### src/rtl/core/hrp_pkg.sv
`default_nettype none

package hrp_pkg;

  // reset value of the record mark: ascii colon
  localparam logic [7:0] RECORD_MARK_RESET = 8'd58;

  // bytes in front of the data: length, offset high, offset low, type
  localparam int unsigned HEADER_BYTES = 4;

  // depth of the token queue between front and back
  localparam int unsigned QUEUE_DEPTH = 2;

  // result kinds
  localparam logic KIND_DATA    = 1'b0;
  localparam logic KIND_SUMMARY = 1'b1;

  // classified character handed from front to back
  typedef struct packed {
    logic       is_mark;
    logic [3:0] nibble;
  } token_t;

  // hex digit value, anything else counts as zero
  function automatic logic [3:0] nibble_of(input logic [7:0] c);
    logic [7:0] d;
    begin
      d = 8'd0;
      if (c >= 8'h30 && c <= 8'h39) begin
        d = c - 8'h30;
      end else if (c >= 8'h41 && c <= 8'h46) begin
        d = c - 8'h37;
      end else if (c >= 8'h61 && c <= 8'h66) begin
        d = c - 8'h57;
      end
      nibble_of = d[3:0];
    end
  endfunction

endpackage

`default_nettype wire

### src/rtl/core/hex_record_parser_top.sv
// a result is registered twice after its last character transfer: in the token queue, then in the output register
// throughput: one character per cycle while out_stall is low; in_stall is raised when the token queue is full
// a two-entry token queue lets the front keep taking characters while a result is stalled
// reset: synchronous, active high; clears the queue, the parser state and the output valid,
// and restores the record mark to a colon
`default_nettype none

module hex_record_parser_top #(
  parameter int unsigned QUEUE_DEPTH = hrp_pkg::QUEUE_DEPTH
) (
  input  wire logic        clk,
  input  wire logic        rst,
  input  wire logic        cfg_write,
  input  wire logic [7:0]  cfg_data,
  input  wire logic        in_valid,
  output logic             in_stall,
  input  wire logic [7:0]  char_code,
  output logic             out_valid,
  input  wire logic        out_stall,
  output logic             kind,
  output logic [7:0]       data_byte,
  output logic [7:0]       byte_index,
  output logic [7:0]       record_length,
  output logic [15:0]      load_offset,
  output logic [7:0]       record_type,
  output logic             checksum_ok
);

  hrp_pkg::token_t front_tok;
  hrp_pkg::token_t back_tok;
  logic            q_full;
  logic            q_avail;
  logic            q_pop;
  logic            q_push;

  assign in_stall = q_full;
  assign q_push   = in_valid && !q_full;

  // character classification
  hrp_front u_front (
    .clk       (clk),
    .rst       (rst),
    .cfg_write (cfg_write),
    .cfg_data  (cfg_data),
    .char_code (char_code),
    .tok       (front_tok)
  );

  // token queue between front and back
  hrp_queue #(
    .DEPTH (QUEUE_DEPTH)
  ) u_queue (
    .clk      (clk),
    .rst      (rst),
    .push     (q_push),
    .push_tok (front_tok),
    .full     (q_full),
    .pop      (q_pop),
    .avail    (q_avail),
    .pop_tok  (back_tok)
  );

  // record parsing and result register
  hrp_back u_back (
    .clk           (clk),
    .rst           (rst),
    .avail         (q_avail),
    .tok           (back_tok),
    .pop           (q_pop),
    .out_valid     (out_valid),
    .out_stall     (out_stall),
    .kind          (kind),
    .data_byte     (data_byte),
    .byte_index    (byte_index),
    .record_length (record_length),
    .load_offset   (load_offset),
    .record_type   (record_type),
    .checksum_ok   (checksum_ok)
  );

endmodule

`default_nettype wire

### src/rtl/core/hrp_front.sv
`default_nettype none

module hrp_front (
  input  wire logic          clk,
  input  wire logic          rst,
  input  wire logic          cfg_write,
  input  wire logic [7:0]    cfg_data,
  input  wire logic [7:0]    char_code,
  output hrp_pkg::token_t    tok
);

  logic [7:0] record_mark;

  // record mark register
  always_ff @(posedge clk) begin
    if (rst) begin
      record_mark <= hrp_pkg::RECORD_MARK_RESET;
    end else if (cfg_write) begin
      record_mark <= cfg_data;
    end
  end

  // classify the incoming character
  always_comb begin
    tok.is_mark = (char_code == record_mark);
    tok.nibble  = hrp_pkg::nibble_of(char_code);
  end

endmodule

`default_nettype wire

### src/rtl/core/hrp_queue.sv
`default_nettype none

module hrp_queue #(
  parameter int unsigned DEPTH = hrp_pkg::QUEUE_DEPTH
) (
  input  wire logic          clk,
  input  wire logic          rst,
  input  wire logic          push,
  input  wire hrp_pkg::token_t push_tok,
  output logic               full,
  input  wire logic          pop,
  output logic               avail,
  output hrp_pkg::token_t    pop_tok
);

  localparam int unsigned AW = (DEPTH > 1) ? $clog2(DEPTH) : 1;
  localparam int unsigned CW = $clog2(DEPTH + 1);

  hrp_pkg::token_t entries [DEPTH];
  logic [AW-1:0]   wr_ptr;
  logic [AW-1:0]   rd_ptr;
  logic [CW-1:0]   count;

  assign full    = (count == CW'(DEPTH));
  assign avail   = (count != '0);
  assign pop_tok = entries[rd_ptr];

  // storage write
  always_ff @(posedge clk) begin
    if (push) begin
      entries[wr_ptr] <= push_tok;
    end
  end

  // pointers and fill count
  always_ff @(posedge clk) begin
    if (rst) begin
      wr_ptr <= '0;
      rd_ptr <= '0;
      count  <= '0;
    end else begin
      if (push) begin
        wr_ptr <= (wr_ptr == AW'(DEPTH - 1)) ? '0 : wr_ptr + AW'(1);
      end
      if (pop) begin
        rd_ptr <= (rd_ptr == AW'(DEPTH - 1)) ? '0 : rd_ptr + AW'(1);
      end
      if (push && !pop) begin
        count <= count + CW'(1);
      end else if (pop && !push) begin
        count <= count - CW'(1);
      end
    end
  end

endmodule

`default_nettype wire

### src/rtl/core/hrp_back.sv
`default_nettype none

module hrp_back (
  input  wire logic          clk,
  input  wire logic          rst,
  input  wire logic          avail,
  input  wire hrp_pkg::token_t tok,
  output logic               pop,
  output logic               out_valid,
  input  wire logic          out_stall,
  output logic               kind,
  output logic [7:0]         data_byte,
  output logic [7:0]         byte_index,
  output logic [7:0]         record_length,
  output logic [15:0]        load_offset,
  output logic [7:0]         record_type,
  output logic               checksum_ok
);

  logic        receiving, receiving_next;
  logic [9:0]  char_count, char_count_next;
  logic [3:0]  high_nibble, high_nibble_next;
  logic [7:0]  length_value, length_value_next;
  logic [15:0] offset_value, offset_value_next;
  logic [7:0]  type_value, type_value_next;
  logic [7:0]  byte_sum, byte_sum_next;

  logic        res_valid;
  logic        res_kind;
  logic [7:0]  res_data;
  logic [7:0]  res_index;
  logic        res_ok;

  logic [7:0]  value;
  logic [7:0]  sum_new;
  logic [8:0]  bidx;
  logic [8:0]  data_end;
  logic [8:0]  data_pos;

  // output register free or being drained
  assign pop = avail && (!out_valid || !out_stall);

  assign value    = {high_nibble, tok.nibble};
  assign sum_new  = byte_sum + value;
  assign bidx     = char_count[9:1];
  assign data_end = 9'(hrp_pkg::HEADER_BYTES) + {1'b0, length_value};
  assign data_pos = bidx - 9'(hrp_pkg::HEADER_BYTES);

  // record parsing step
  always_comb begin
    receiving_next    = receiving;
    char_count_next   = char_count;
    high_nibble_next  = high_nibble;
    length_value_next = length_value;
    offset_value_next = offset_value;
    type_value_next   = type_value;
    byte_sum_next     = byte_sum;
    res_valid         = 1'b0;
    res_kind          = hrp_pkg::KIND_DATA;
    res_data          = 8'd0;
    res_index         = 8'd0;
    res_ok            = 1'b0;
    if (tok.is_mark) begin
      receiving_next    = 1'b1;
      char_count_next   = '0;
      high_nibble_next  = '0;
      length_value_next = '0;
      offset_value_next = '0;
      type_value_next   = '0;
      byte_sum_next     = '0;
    end else if (receiving) begin
      char_count_next = char_count + 10'd1;
      if (!char_count[0]) begin
        high_nibble_next = tok.nibble;
      end else begin
        byte_sum_next = sum_new;
        if (bidx == 9'd0) begin
          length_value_next = value;
        end else if (bidx == 9'd1) begin
          offset_value_next = {value, 8'd0};
        end else if (bidx == 9'd2) begin
          offset_value_next = {offset_value[15:8], value};
        end else if (bidx == 9'd3) begin
          type_value_next = value;
        end else if (bidx < data_end) begin
          res_valid = 1'b1;
          res_data  = value;
          res_index = data_pos[7:0];
        end else begin
          // checksum byte closes the record
          res_valid       = 1'b1;
          res_kind        = hrp_pkg::KIND_SUMMARY;
          res_ok          = (sum_new == 8'd0);
          receiving_next  = 1'b0;
          char_count_next = '0;
        end
      end
    end
  end

  // parser state
  always_ff @(posedge clk) begin
    if (rst) begin
      receiving    <= 1'b0;
      char_count   <= '0;
      high_nibble  <= '0;
      length_value <= '0;
      offset_value <= '0;
      type_value   <= '0;
      byte_sum     <= '0;
    end else if (pop) begin
      receiving    <= receiving_next;
      char_count   <= char_count_next;
      high_nibble  <= high_nibble_next;
      length_value <= length_value_next;
      offset_value <= offset_value_next;
      type_value   <= type_value_next;
      byte_sum     <= byte_sum_next;
    end
  end

  // output register valid
  always_ff @(posedge clk) begin
    if (rst) begin
      out_valid <= 1'b0;
    end else if (pop && res_valid) begin
      out_valid <= 1'b1;
    end else if (!out_stall) begin
      out_valid <= 1'b0;
    end
  end

  // output register payload
  always_ff @(posedge clk) begin
    if (pop && res_valid) begin
      kind          <= res_kind;
      data_byte     <= res_data;
      byte_index    <= res_index;
      record_length <= length_value;
      load_offset   <= offset_value;
      record_type   <= type_value;
      checksum_ok   <= res_ok;
    end
  end

endmodule

`default_nettype wire
### config.mk
export PLATFORM = sky130hd
export DESIGN_NAME = hex_record_parser_top
export DESIGN_NICKNAME = d
export VERILOG_FILES = /design/src/rtl/core/hrp_pkg.sv /design/src/rtl/core/hex_record_parser_top.sv /design/src/rtl/core/hrp_front.sv /design/src/rtl/core/hrp_queue.sv /design/src/rtl/core/hrp_back.sv
export SDC_FILE = /design/constraint.sdc
export NUM_CORES = 1
export LEC_CHECK = 0
export BUFFER_PORTS_ARGS = -buffer_cell sky130_fd_sc_hd__clkbuf_2
export CAP_MARGIN = 20
export CORE_UTILIZATION = 38
export CTS_CLUSTER_SIZE = 14
export DETAILED_ROUTE_END_ITERATION = 6
export PLACE_DENSITY = 0.59
export SLEW_MARGIN = 20
export SYNTH_ARGS = -nofsm -noshare
export SYNTH_HDL_FRONTEND = slang
export SYNTH_HIERARCHICAL = 1
export SYNTH_SLANG_ARGS = --single-unit
export TNS_END_PERCENT = 10
### constraint.sdc
create_clock -name clk -period 2.5 [get_ports clk]
set_input_delay 0.125 -clock clk [delete_from_list [all_inputs] [get_ports clk]]
set_output_delay 0.125 -clock clk [all_outputs]
set_load 0.03 [all_outputs]
==> results.md, run 1 <==
- Port Buffers: 72
- Synth Register Bits: 129
- Die ar.: 15400 µm²
- Post-CTS Setup Bufs: 0
- Synth warnings: 6
- WS Path Type: flop to flop
- Vias per cell: 4.96
- Rows: 44
- Final core utilization: 0.495
- Synth Area in Simple Gates: 0.153
- RD Place Congestion: 0.896
- Post-synthesis xor/xnor area fraction: 0.0433
- Die Span Y: 124 µm
- Dominant synthesized flop cell: dfxtp_1
- H-Tree Level Count: 4
- DRC viols: 0
- Largest net degree at the start of global routing: 48
- Boundary Pins: 73
- Max Slew Vio Count: 0
- Setup TNS: -0.172 ns
- Avg WL per Cell: 15.2 µm
- Antenna violations before repair: 0
- Syn Area/Cell: 11.7 µm²
- DP Area: 6450 µm²
- GRT Total Usage: 0.172
- Worst hold path class: input port to flop
- Final setup viols: 1
- Post-Synthesis Cells: 486
- Worst ir drop on vdd: 0.000484 V
- Initial Utilization: 0.390
- Library cells used by synthesis: 60
- Hpwl dp: 8.35 mm
- Worst Path Max Fanout: 4
- Die width: 124 µm
- Register area share after synthesis: 0.561
- Footprint of the multi-input gates: 2440 µm²
- Worst Setup End Kind: flop
- Status: finished, violations left
- Root Buffer: clkbuf_16
- Clk slew on worst S/H paths: 0.06 ns
- Crit path max-delay cell type: or4_1
- Adder-cell share of the synthesized area: 0.0565
- Skew-Pair Late Insertion Delay: 0.42 ns
- Vias after detailed routing: 3970
- Drt pass-1 iters: 4
- Critical path arrival: 2.92 ns
- CTS tree: yes
- ANT nets after route: 0
- CP Launch Type: flop
- Power per cell area: 796 nW/µm²
- Ratio of cells with drive above 1 in the final layout: 0.291
- Netlist Area Pre-Place: 5670 µm²
- Fin nets: 649
- Core area: 14500 µm²
- First-pass GRT wire length: 19.6 mm
- Cells along the critical path: mux2_4 > ha_4 > fa_2 > nand3_2 > nand2_2 > xnor2_2 > or4_1 > or3_1 > nor4b_2
- Lkg Pwr: 2.98 nW
- Worst slew pin tran: 0.614 ns
- DRT iter0 DRCs: 195
- Compound-Gate Fraction of Synth Area: 0.105
- Ys async rst share: 0
- Vias in the first global route: 3979
- Diode count: 0
- Failing checks: setup timing
- Worst hold slack: 0.121 ns
- Clock sinks: 129
- FF+latch area: 3190 µm²
- Number of max-cap violations: 0
- RSZ-0062 raised after global routing: yes
- Total Wirelength: 12.1 mm
- Post-synth EDFFs: 60
- Area growth, synth to finish: 26.8%
- Fin crit share: 1.07
- Worst Skew: 0.00814 ns
- Max-slew headroom: 0.589
- Setup WS post-layout: -0.172 ns
- Crit path largest cell delay: 0.46 ns
- Clock Path Buffers: 2
- Critical path required time: 2.75 ns
- Final min period: 2.67 ns
- Synthesized Nets: 532
- Final Hold Viols: 0
- Filler cells: 1342
- Maximum clock frequency: 374 MHz
- Post-synthesis mux area share: 0.0543
- CTS Buf Count: 17
- Main combinational cell family by area after synthesis: simple AND/OR/NAND/NOR gates
- Final instance area: 7190 µm²
- Global route overflow: 0
[routing by layer]
metal / up-vias / GRT usage / part of all wire
li1: 1997 / - / -
met5: - / 0 / 0
met4: 0 / 0.0781 / 0.016
met3: 18 / 0.0495 / 0.045
met2: 86 / 0.279 / 0.48
met1: 1869 / 0.211 / 0.46
[stage by stage]
step | instances | setup slack (ns) | power [mW]
2_1_floorplan | 486 | -0.138 | 3.06
3_3_place_gp | 759 | -0.184 | 3.39
3_5_place_dp | 759 | -0.262 | 3.42
4_1_cts | 800 | -0.152 | 5.76
5_1_grt | 800 | -0.263 | 5.98
6_report | 800 | -0.172 | 5.72
[where the power goes]
part / switching, mW / leakage, nW / internal [mW] / total (mW)
Combinational: 0.579 / 1.58 / 0.455 / 1.03
Clock: 0.927 / 0.260 / 1.36 / 2.29
Sequential: 0.0799 / 1.14 / 2.32 / 2.40
Total: 1.59 / 2.98 / 4.14 / 5.72
[layout by cell type (no fill, tap or decap), drive strengths merged, types with 3 or more instances in the layout]
cell,count
ha,24
clkinvlp,4
a21oi,25
nor2,49
mux2,6
clkbuf,91
nor3,5
xor2,8
nand4,6
and3,8
a211o,4
nand2,14
dfxtp,69
and2,13
nand2b,5
mux2i,24
or3,3
a22o,17
edfxtp,60
nor2b,20
nand3b,9
nand3,11
dlygate4sd3,9
inv,16
a31oi,6
o21ai,20
clkinv,6
xnor2,20
buf,34
[cell usage after synthesis (4+ instances only)]
library cell,number,share of area
dfxtp_1,69,0.24
edfxtp_1,60,0.32
nor2_1,47,0.031
a21oi_1,25,0.022
ha_1,24,0.053
mux2i_1,24,0.042
xnor2_1,20,0.031
nor2b_1,19,0.021
a22o_1,17,0.026
o21ai_0,16,0.014
nand2_1,14,0.0093
and2_1,13,0.014
inv_1,13,0.0086
nand3_1,11,0.0097
clkbuf_1,10,0.0066
nand3b_1,9,0.012
xor2_1,8,0.012
a31oi_1,6,0.0066
and3_1,6,0.0066
mux2_2,6,0.012
nand4_1,6,0.0066
nand2b_1,5,0.0055
nor3_1,5,0.0044
a211o_1,4,0.0062
[cells by family (layout without fill, tap and decap cells)]
kind of cell	count (synthesis)	after routing
compound gates	88	88
xor+xnor	28	28
fa+ha+maj	25	25
buf+inv	31	161
flops	129	129
mux	30	30
simple gates	155	155
[final timing paths]
check	from	endpoint	slack (ns)	cells past startpoint
setup / recovery	flop	u_back/checksum_ok	-0.17	9
setup reg to reg	flop	u_back/checksum_ok	-0.17	9
hold reg to reg	u_back/offset_value[3]	u_back/load_offset[3]	0.43	0
hold / removal	in_valid	u_queue/wr_ptr	0.12	4
[critical path, delay by kind of cell (launching register included)]
family                   cells  cell delay (ns)
XOR/XNOR                     1             0.15
adder cells (fa/ha/maj)      2             0.51
flip-flops                   1             0.36
multiplexers                 1             0.33
AND/OR/NAND/NOR              5             1.15
[area by class of cell]
type                    instances  area share
flip-flops and latches        129       0.444
multi-input cells             326       0.339
repair buffers                115       0.102
clock buffers                  19      0.0602
well taps                     184      0.0320
clock inverters                13      0.0160
inverters                      14     0.00731
[timing repair]
action	CTS	global route
resized for setup	8	16
hold buffers	9	0
endpoints found under the hold margin	9	0
setup endpoints to repair	11	21
pin swaps	0	7
[registers in the layout, summed over array words and instances, names as in the netlist, 2 cells and up, named ones only]
name,cells
u_back/record_length,8
u_front/record_mark,8
u_back/length_value,8
u_back/char_count,10
u_back/high_nibble,4
u_back/load_offset,16
u_back/offset_value,16
u_back/type_value,8
u_back/data_byte,8
u_queue/entries,10
u_back/byte_index,8
u_back/record_type,8
u_back/byte_sum,8
u_queue/count,2
No activity file was read; power rests on OpenSTA's default activity.
==> inputs of run 2 (changes only) <==
--- a/config.mk
+++ b/config.mk
@@ -5,6 +5,7 @@
 export SDC_FILE = /design/constraint.sdc
 export NUM_CORES = 1
 export LEC_CHECK = 0
+export ABC_AREA = 1
 export BUFFER_PORTS_ARGS = -buffer_cell sky130_fd_sc_hd__clkbuf_2
 export CAP_MARGIN = 20
 export CORE_UTILIZATION = 38
==> constraint.sdc (replaced) <==
create_clock -name clk -period 2.4 [get_ports clk]
set_input_delay 0.12 -clock clk [delete_from_list [all_inputs] [get_ports clk]]
set_output_delay 0.12 -clock clk [all_outputs]
set_load 0.03 [all_outputs]
==> run 2 against run 1 <==
  * The flow now finishes without violations
  * Clock skew is 0.0016 ns lower
  * Worst hold slack lost 0.10 ns
  * Sequential share of layout area is 0.95 points lower
  * Cell count grew 24%
  * Flip-flop and latch count did not move
  * Core utilization is 1.8 points lower
==> results.md, run 2 <==
- Ratio of cells with drive above 1 in the final layout: 0.207 (-0.0840)
- Lkg Pwr: 3.15 nW (+5.6%)
- Global route overflow: 0 (unchanged)
- Root Buffer: clkbuf_16
- Critical path required time: 2.68 ns (-0.07 ns)
- Largest cells by area after synthesis: edfxtp_1, dfxtp_1, nand2_1
- Diode count: 0 (unchanged)
- Dpl cells: 952 (+25%)
- Vias per cell: 4.82 (-2.8%)
- Top Registers: u_back/load_offset x16, u_back/offset_value x16
- Status: finished, final reports clean
- Layer with the highest usage: met2
- Netlist Area Pre-Place: 6030 µm² (+6.4%)
- Ys async rst share: 0 (unchanged)
- Synthesized Nets: 722 (+36%)
- Switching share of total power: 0.329 (+0.0520)
- Skew-Pair Late Insertion Delay: 0.41 ns (about the same)
- H-Tree Level Count: 4 (unchanged)
- Die width: 128 µm (+3.1%)
- Die ar.: 16400 µm² (+6.3%)
- Avg WL per Cell: 13.3 µm (-12%)
- Antenna violations before repair: 0 (unchanged)
- Non-filler instance count after layout: 995 (+24%)
- Final Hold Viols: 0 (unchanged)
- Fin nets: 817 (+26%)
- Worst ir drop on vdd: 0.000604 V (+25%)
- GRT Total Usage: 0.169 (-0.00268)
- Clock Path Buffers: 2 (unchanged)
- Post-synth EDFFs: 60 (unchanged)
- Max Slew Vio Count: 0 (unchanged)
- Commonest non-fill, non-tap cells in the layout: nand2_1, nor2_1, clkbuf_2, dfxtp_1, inv_1
- Clk pwr share: 0.354 (-0.046)
- Post-Synthesis Cells: 676 (+39%)
- RSZ-0062 raised after global routing: no
- WS Path Type: flop to flop
- Synth Register Bits: 129 (unchanged)
- CP Launch Type: flop
- Core area: 15400 µm² (+5.8%)
- Largest net degree at the start of global routing: 51 (+6.3%)
- Commonest non-fill, non-tap cell in the layout: nand2_1
- Area leader, netlist: edfxtp_1
- Area growth, synth to finish: 21.6%
- Filler cells: 1435 (+6.9%)
- Library cells used by synthesis: 42 (-30%)
- Vias after detailed routing: 4800 (+21%)
- Setup TNS: 0 ns (+0.172 ns)
- Syn Area/Cell: 8.92 µm² (-24%)
- R2R setup slack: 0.13 ns (+0.31 ns)
- Register area share after synthesis: 0.528 (-0.0338)
- Worst hold path class: input port to flop
- R2r endpoint: u_back/checksum_ok
- End point of the critical path: u_back/checksum_ok
- GR Util met3: 0.0501 (+0.000633)
- Global routing met2 resource utilization: 0.287 (+0.00840)
- Power per cell area: 913 nW/µm² (+15%)
- Fin crit share: 0.944 (-0.124)
- DRT iter0 DRCs: 297 (+52%)
- Total Wirelength: 13.2 mm (+9.0%)
- Dominant synthesized flop cell: dfxtp_1
- Worst Skew: 0.00656 ns (-0.00158 ns)
- Logic pwr share: 0.248 (+0.067)
- R2R cell count: 10 (+1)
- Die Span Y: 128 µm (+3.1%)
- Worst Path Max Fanout: 5 (+1)
- Final min period: 2.27 ns (-0.405 ns)
- CTS Buf Count: 17 (unchanged)
- ANT nets after route: 0 (unchanged)
- Synth cell count leaders: nand2_1, nor2_1, dfxtp_1
- P_sw: 2.20 mW (+39%)
- Max-slew headroom: 0.672 (+0.0835)
- Drt pass-1 iters: 6 (+2)
- Port Buffers: 72 (unchanged)
- Number of max-cap violations: 0 (unchanged)
- Boundary Pins: 73 (unchanged)
- DRC viols: 0 (unchanged)
- CTS tree: yes
- P_int: 4.49 mW (+8.6%)
- Critical path arrival: 2.55 ns (-0.37 ns)
- Hpwl dp: 9.46 mm (+13%)
- Clock sinks: 129 (unchanged)
- Clk slew on worst S/H paths: 0.06 ns (about the same)
- First-pass GRT wire length: 21.4 mm (+9.2%)
- Met1 usage: 0.205 (-0.00530)
- RD Place Congestion: 0.875 (-2.4%)
- Worst hold slack: 0.0177 ns (-0.104 ns)
- Initial Utilization: 0.392 (+0.00236)
- Final setup viols: 0 (-1)
- Sequential power share: 0.399 (-0.020)
- Synth warnings: 6 (unchanged)
- Worst Setup End Kind: flop
- Post-synth top area share: 0.299 (-0.0191)
- Most frequent cell after synthesis: nand2_1
- Maximum clock frequency: 441 MHz (+18%)
- Rows: 45 (+2.3%)
- Worst slew pin tran: 0.490 ns (-0.125 ns)
- Vias in the first global route: 4457 (+12%)
[run 2: worst min-delay path by stage]
stage	startpoint	endpoint	slack, ns	cells after the start
after global routing	cfg_data[2]	u_front/record_mark[2]	0.04	3
final	cfg_data[2]	u_front/record_mark[2]	0.02	3
after detailed placement	cfg_data[3]	u_front/record_mark[3]	0.34	3
after CTS	cfg_data[2]	u_front/record_mark[2]	0.00005	3
after floorplan	rst	flop	0.18	1
after global placement	cfg_data[5]	u_front/record_mark[5]	0.33	3
[run 2: what timing repair did]
| item | 4_1_cts | 5_1_grt |
|---|---|---|
| hold buffers | 9 | 0 |
| setup buffers | 0 | 2 |
| resized for setup | 0 | 3 |
| endpoints found under the setup margin | 0 | 22 |
| hold endpoints to repair | 8 | 0 |
[run 2: area by class of cell]
cell class	instances	area, µm²	area share
clock buffers	22	454	0.0619
clock inverters	10	87.6	0.0119
inverters	76	297	0.0404
multi-input cells	457	2500	0.341
flip-flops and latches	129	3180	0.434
well taps	211	264	0.0360
repair buffers	90	543	0.0740
[run 2: logic make-up (layout without fill, tap and decap cells)]
family                   Yosys count  count (layout)  share of synthesized area
buffers and inverters             90             198                     0.0597
multiplexers                       5               5                    0.00933
flip-flops                       129             129                      0.528
AND/OR/NAND/NOR                  321             321                      0.246
AO/OA/AOI/OAI                     91              91                     0.0821
adder cells (fa/ha/maj)           25              25                     0.0531
XOR/XNOR                          15              15                     0.0218
[run 2: power by group through the flow]
stage | sequential, mW | combinational (mW) | clock [mW]
floorplan | 2.67 | 1.26 | 0
finish | 2.67 | 1.66 | 2.37
global route | 2.69 | 1.86 | 2.52
global placement | 2.70 | 1.59 | 0
detailed placement | 2.71 | 1.63 | 0
CTS | 2.67 | 1.65 | 2.41
[run 2: layer usage]
metal	routed length, µm	vias up
met5	0	-
met4	176	0
met3	719	13
met2	6380	151
met1	5930	2212
li1	-	2424
[run 2: stage by stage]
step                      cell area (µm²)   util  total power [mW]  worst slack [ns]
after global placement               6660  0.433              4.29             0.153
after floorplan                      6040      -              3.93            0.0348
after CTS                            7290  0.474              6.74            0.0650
final                                7330  0.477              6.69             0.134
after detailed placement             6660  0.433              4.34            0.0869
after global routing                 7330  0.477              7.08           0.00187
[run 2: critical path, stage by stage, from the launching register on]
cell and delay (ns):
dfxtp_2 0.38, mux2_2 0.37, ha_1 0.24, fa_1 0.45, inv_1 0.08, nand2_1 0.06, a21oi_1 0.15, nand3_1 0.10
nor2_1 0.15, nand3_1 0.08, nor2_1 0.09
==> inputs of run 3 (changes only) <==
--- a/config.mk
+++ b/config.mk
@@ -5,12 +5,12 @@
 export SDC_FILE = /design/constraint.sdc
 export NUM_CORES = 1
 export LEC_CHECK = 0
-export ABC_AREA = 1
 export BUFFER_PORTS_ARGS = -buffer_cell sky130_fd_sc_hd__clkbuf_2
 export CAP_MARGIN = 20
 export CORE_UTILIZATION = 38
 export CTS_CLUSTER_SIZE = 14
 export DETAILED_ROUTE_END_ITERATION = 6
+export MAX_ROUTING_LAYER = met4
 export PLACE_DENSITY = 0.59
 export SLEW_MARGIN = 20
 export SYNTH_ARGS = -nofsm -noshare
==> constraint.sdc (replaced) <==
create_clock -name clk -period 2 [get_ports clk]
set_input_delay 0.1 -clock clk [delete_from_list [all_inputs] [get_ports clk]]
set_output_delay 0.1 -clock clk [all_outputs]
set_load 0.03 [all_outputs]
==> run 3 against run 2 <==
  * The flow now finishes with violations (setup timing)
  * Cell area rose by 6.0%
  * Critical path depth fell by 1
  * Highest routed layer unchanged
  * Via count fell by 12%
  * Clock power rose by 32%
  * Die area fell by 5.9%
  * Count of clock-buffer cells in the layout fell by 2
  * Largest power group is now clock
  * Worst setup slack got worse by 0.78 ns
  * Clock skew rose by 0.0012 ns
  * Register-to-register slack got worse by 0.78 ns
  * Combinational power fell by 9%
  * Worst hold slack improved by 0.081 ns
  * Non-clock buffer count rose by 64
  * Largest cell class unchanged
==> results.md, run 3 (synthesized netlist as in run 1, its figures left out) <==
- DRC viols: 0 (unchanged)
- Initial Utilization: 0.390 (-0.00236)
- Core area: 14500 µm² (-5.4%)
- WS Path Type: flop to flop
- DRT iter0 DRCs: 138 (-54%)
- Max Slew Vio Count: 0 (unchanged)
- H-Tree Level Count: 4 (unchanged)
- Critical path arrival: 2.90 ns (+0.35 ns)
- Status: finished, violations left
- Fin crit share: 1.32 (+0.380)
- Critical path required time: 2.25 ns (-0.43 ns)
- Vias after detailed routing: 4222 (-12%)
- Ratio of cells with drive above 1 in the final layout: 0.377 (+0.170)
- Setup WS post-layout: -0.648 ns (-0.782 ns)
- Worst ir drop on vdd: 0.000585 V (-3.2%)
- Die ar.: 15400 µm² (-5.9%)
- Fin nets: 689 (-16%)
- Power per cell area: 984 nW/µm² (+7.8%)
- Clock Path Buffers: 2 (unchanged)
- Pre-CTS setup slack: -0.791 ns (-0.878 ns)
- Failing checks: setup timing
- Worst slew pin tran: 0.580 ns (+0.0910 ns)
- ANT nets after route: 0 (unchanged)
- Final min period: 2.65 ns (+0.382 ns)
- Maximum clock frequency: 378 MHz (-14%)
- Commonest non-fill, non-tap cell in the layout: clkbuf_2
- Clk slew on worst S/H paths: 0.06 ns (about the same)
- Cells along the critical path: mux2_4 > ha_4 > fa_2 > nand3_2 > nand2_2 > xnor2_1 > or4_1 > or3_1 > nor4b_2
- CP top delay family: simple AND/OR/NAND/NOR gates
- Lkg Pwr: 3.25 nW (+3.4%)
- Vias in the first global route: 4236 (-5.0%)
- GRT Total Usage: 0.183 (+0.0137)
- Final setup viols: 107 (+107)
- Top Registers: u_back/load_offset x16, u_back/offset_value x16
- Boundary Pins: 73 (unchanged)
- Diode count: 0 (unchanged)
- Area growth, synth to finish: 37.1%
- R2R cell count: 9 (-1)
- Die Span Y: 124 µm (-3.0%)
- Vias per cell: 5.03 (+4.2%)
- Max-slew headroom: 0.613 (-0.0595)
- RSZ-0062 raised after global routing: yes
- Number of max-cap violations: 0 (unchanged)
- Skew-Pair Late Insertion Delay: 0.42 ns (about the same)
- RD Place Congestion: 0.935 (+7.0%)
- Commonest non-fill, non-tap cells in the layout: clkbuf_2, buf_4, dfxtp_1, edfxtp_1, nor2_1
- Cell depth of the worst setup path: 9 (-1)
- CTS Buf Count: 17 (unchanged)
- Worst Setup End Kind: flop
- Cells on Worst Hold Path: 4 (+1)
- CTS tree: yes
- Rows: 44 (-2.2%)
- Final Hold Viols: 0 (unchanged)
- CP Launch Type: flop
- Largest net degree at the start of global routing: 48 (-5.9%)
- Port Buffers: 72 (unchanged)
- Crit path largest cell delay: 0.45 ns (about the same)
- Pwr Total: 7.65 mW (+14%)
- Avg WL per Cell: 15.5 µm (+17%)
- Hpwl dp: 8.71 mm (-7.9%)
- First-pass GRT wire length: 20.4 mm (-4.9%)
- Clock sinks: 129 (unchanged)
- Root Buffer: clkbuf_16
- Crit path max-delay cell type: or4_1
- Total Wirelength: 13.0 mm (-1.2%)
- Worst Skew: 0.00772 ns (+0.00116 ns)
- Drt pass-1 iters: 4 (-2)
- Worst Path Max Fanout: 4 (-1)
- Worst hold path class: input port to flop
- Antenna violations before repair: 0 (unchanged)
- Worst path buffer plus inverter count: 0 (-1)
- Die width: 124 µm (-3.0%)
- Global route overflow: 0 (unchanged)
## run 3: cell types whose count changed in the layout (fill, tap and decap cells not counted), moves of 19 or more
cell / previous run / this run
inv_1: 64 / 12
mux2i_1: 0 / 24
nand2_1: 145 / 13
nand3_1: 50 / 8
a21oi_1: 55 / 16
nor2b_1: 0 / 19
nor2_1: 75 / 43
buf_4: 7 / 63
## run 3: stage by stage
| stage | cells | TNS, ns | utilization | cell area, µm² | hold slack [ns] |
|---|---|---|---|---|---|
| after floorplan | 486 | -44.89 | - | 5680 | 0.165 |
| after global placement | 796 | -19.12 | 0.465 | 6760 | 0.310 |
| after detailed placement | 796 | -20.35 | 0.465 | 6760 | 0.317 |
| after CTS | 838 | -14.75 | 0.529 | 7680 | 0.0942 |
| after global routing | 840 | -24.49 | 0.535 | 7770 | 0.122 |
| final | 840 | -16.44 | 0.535 | 7770 | 0.0985 |
## run 3: repair_timing
item / 4_1_cts / 5_1_grt
endpoints found under the hold margin: 9 / 0
pin swaps: 23 / 6
hold buffers: 9 / 0
setup endpoints to repair: 114 / 115
gates resized for setup: 51 / 17
cloned: 2 / 0
setup buffers: 0 / 3
## run 3: final timing paths
path	slack [ns]	start	endpoint
max	-0.65	flop	u_back/checksum_ok
max reg2reg	-0.65	flop	u_back/checksum_ok
min	0.1	in_valid	u_queue/wr_ptr
min reg2reg	0.43	u_back/type_value[5]	u_back/record_type[5]
## run 3: where the power goes
group	internal, mW	switching, mW
logic	0.710	0.804
clock network	2.00	1.15
registers	2.90	0.0926
## run 3: worst reg2reg max path: cells and delay by family, from the launching register on
| kind | cells | cell delay, ns |
|---|---|---|
| xor+xnor | 1 | 0.14 |
| fa+ha+maj | 2 | 0.52 |
| flops | 1 | 0.37 |
| mux | 1 | 0.33 |
| simple gates | 5 | 1.13 |
## run 3: layer usage
layer	part of all wire	wire length, µm	GRT usage
met5	0	0	-
met4	0.020	261	0.0789
met3	0.039	512	0.0440
met2	0.49	6460	0.301
met1	0.45	5820	0.213
## run 3: area by class of cell
| type | instances | area, µm² |
|---|---|---|
| fill | 1278 | 6760 |
| inverter | 14 | 52.6 |
| tap | 184 | 230 |
| multi-input combinational | 327 | 2610 |
| clock buffer | 20 | 447 |
| clock inverter | 12 | 156 |
| timing repair buffer | 154 | 1080 |
| sequential | 129 | 3190 |
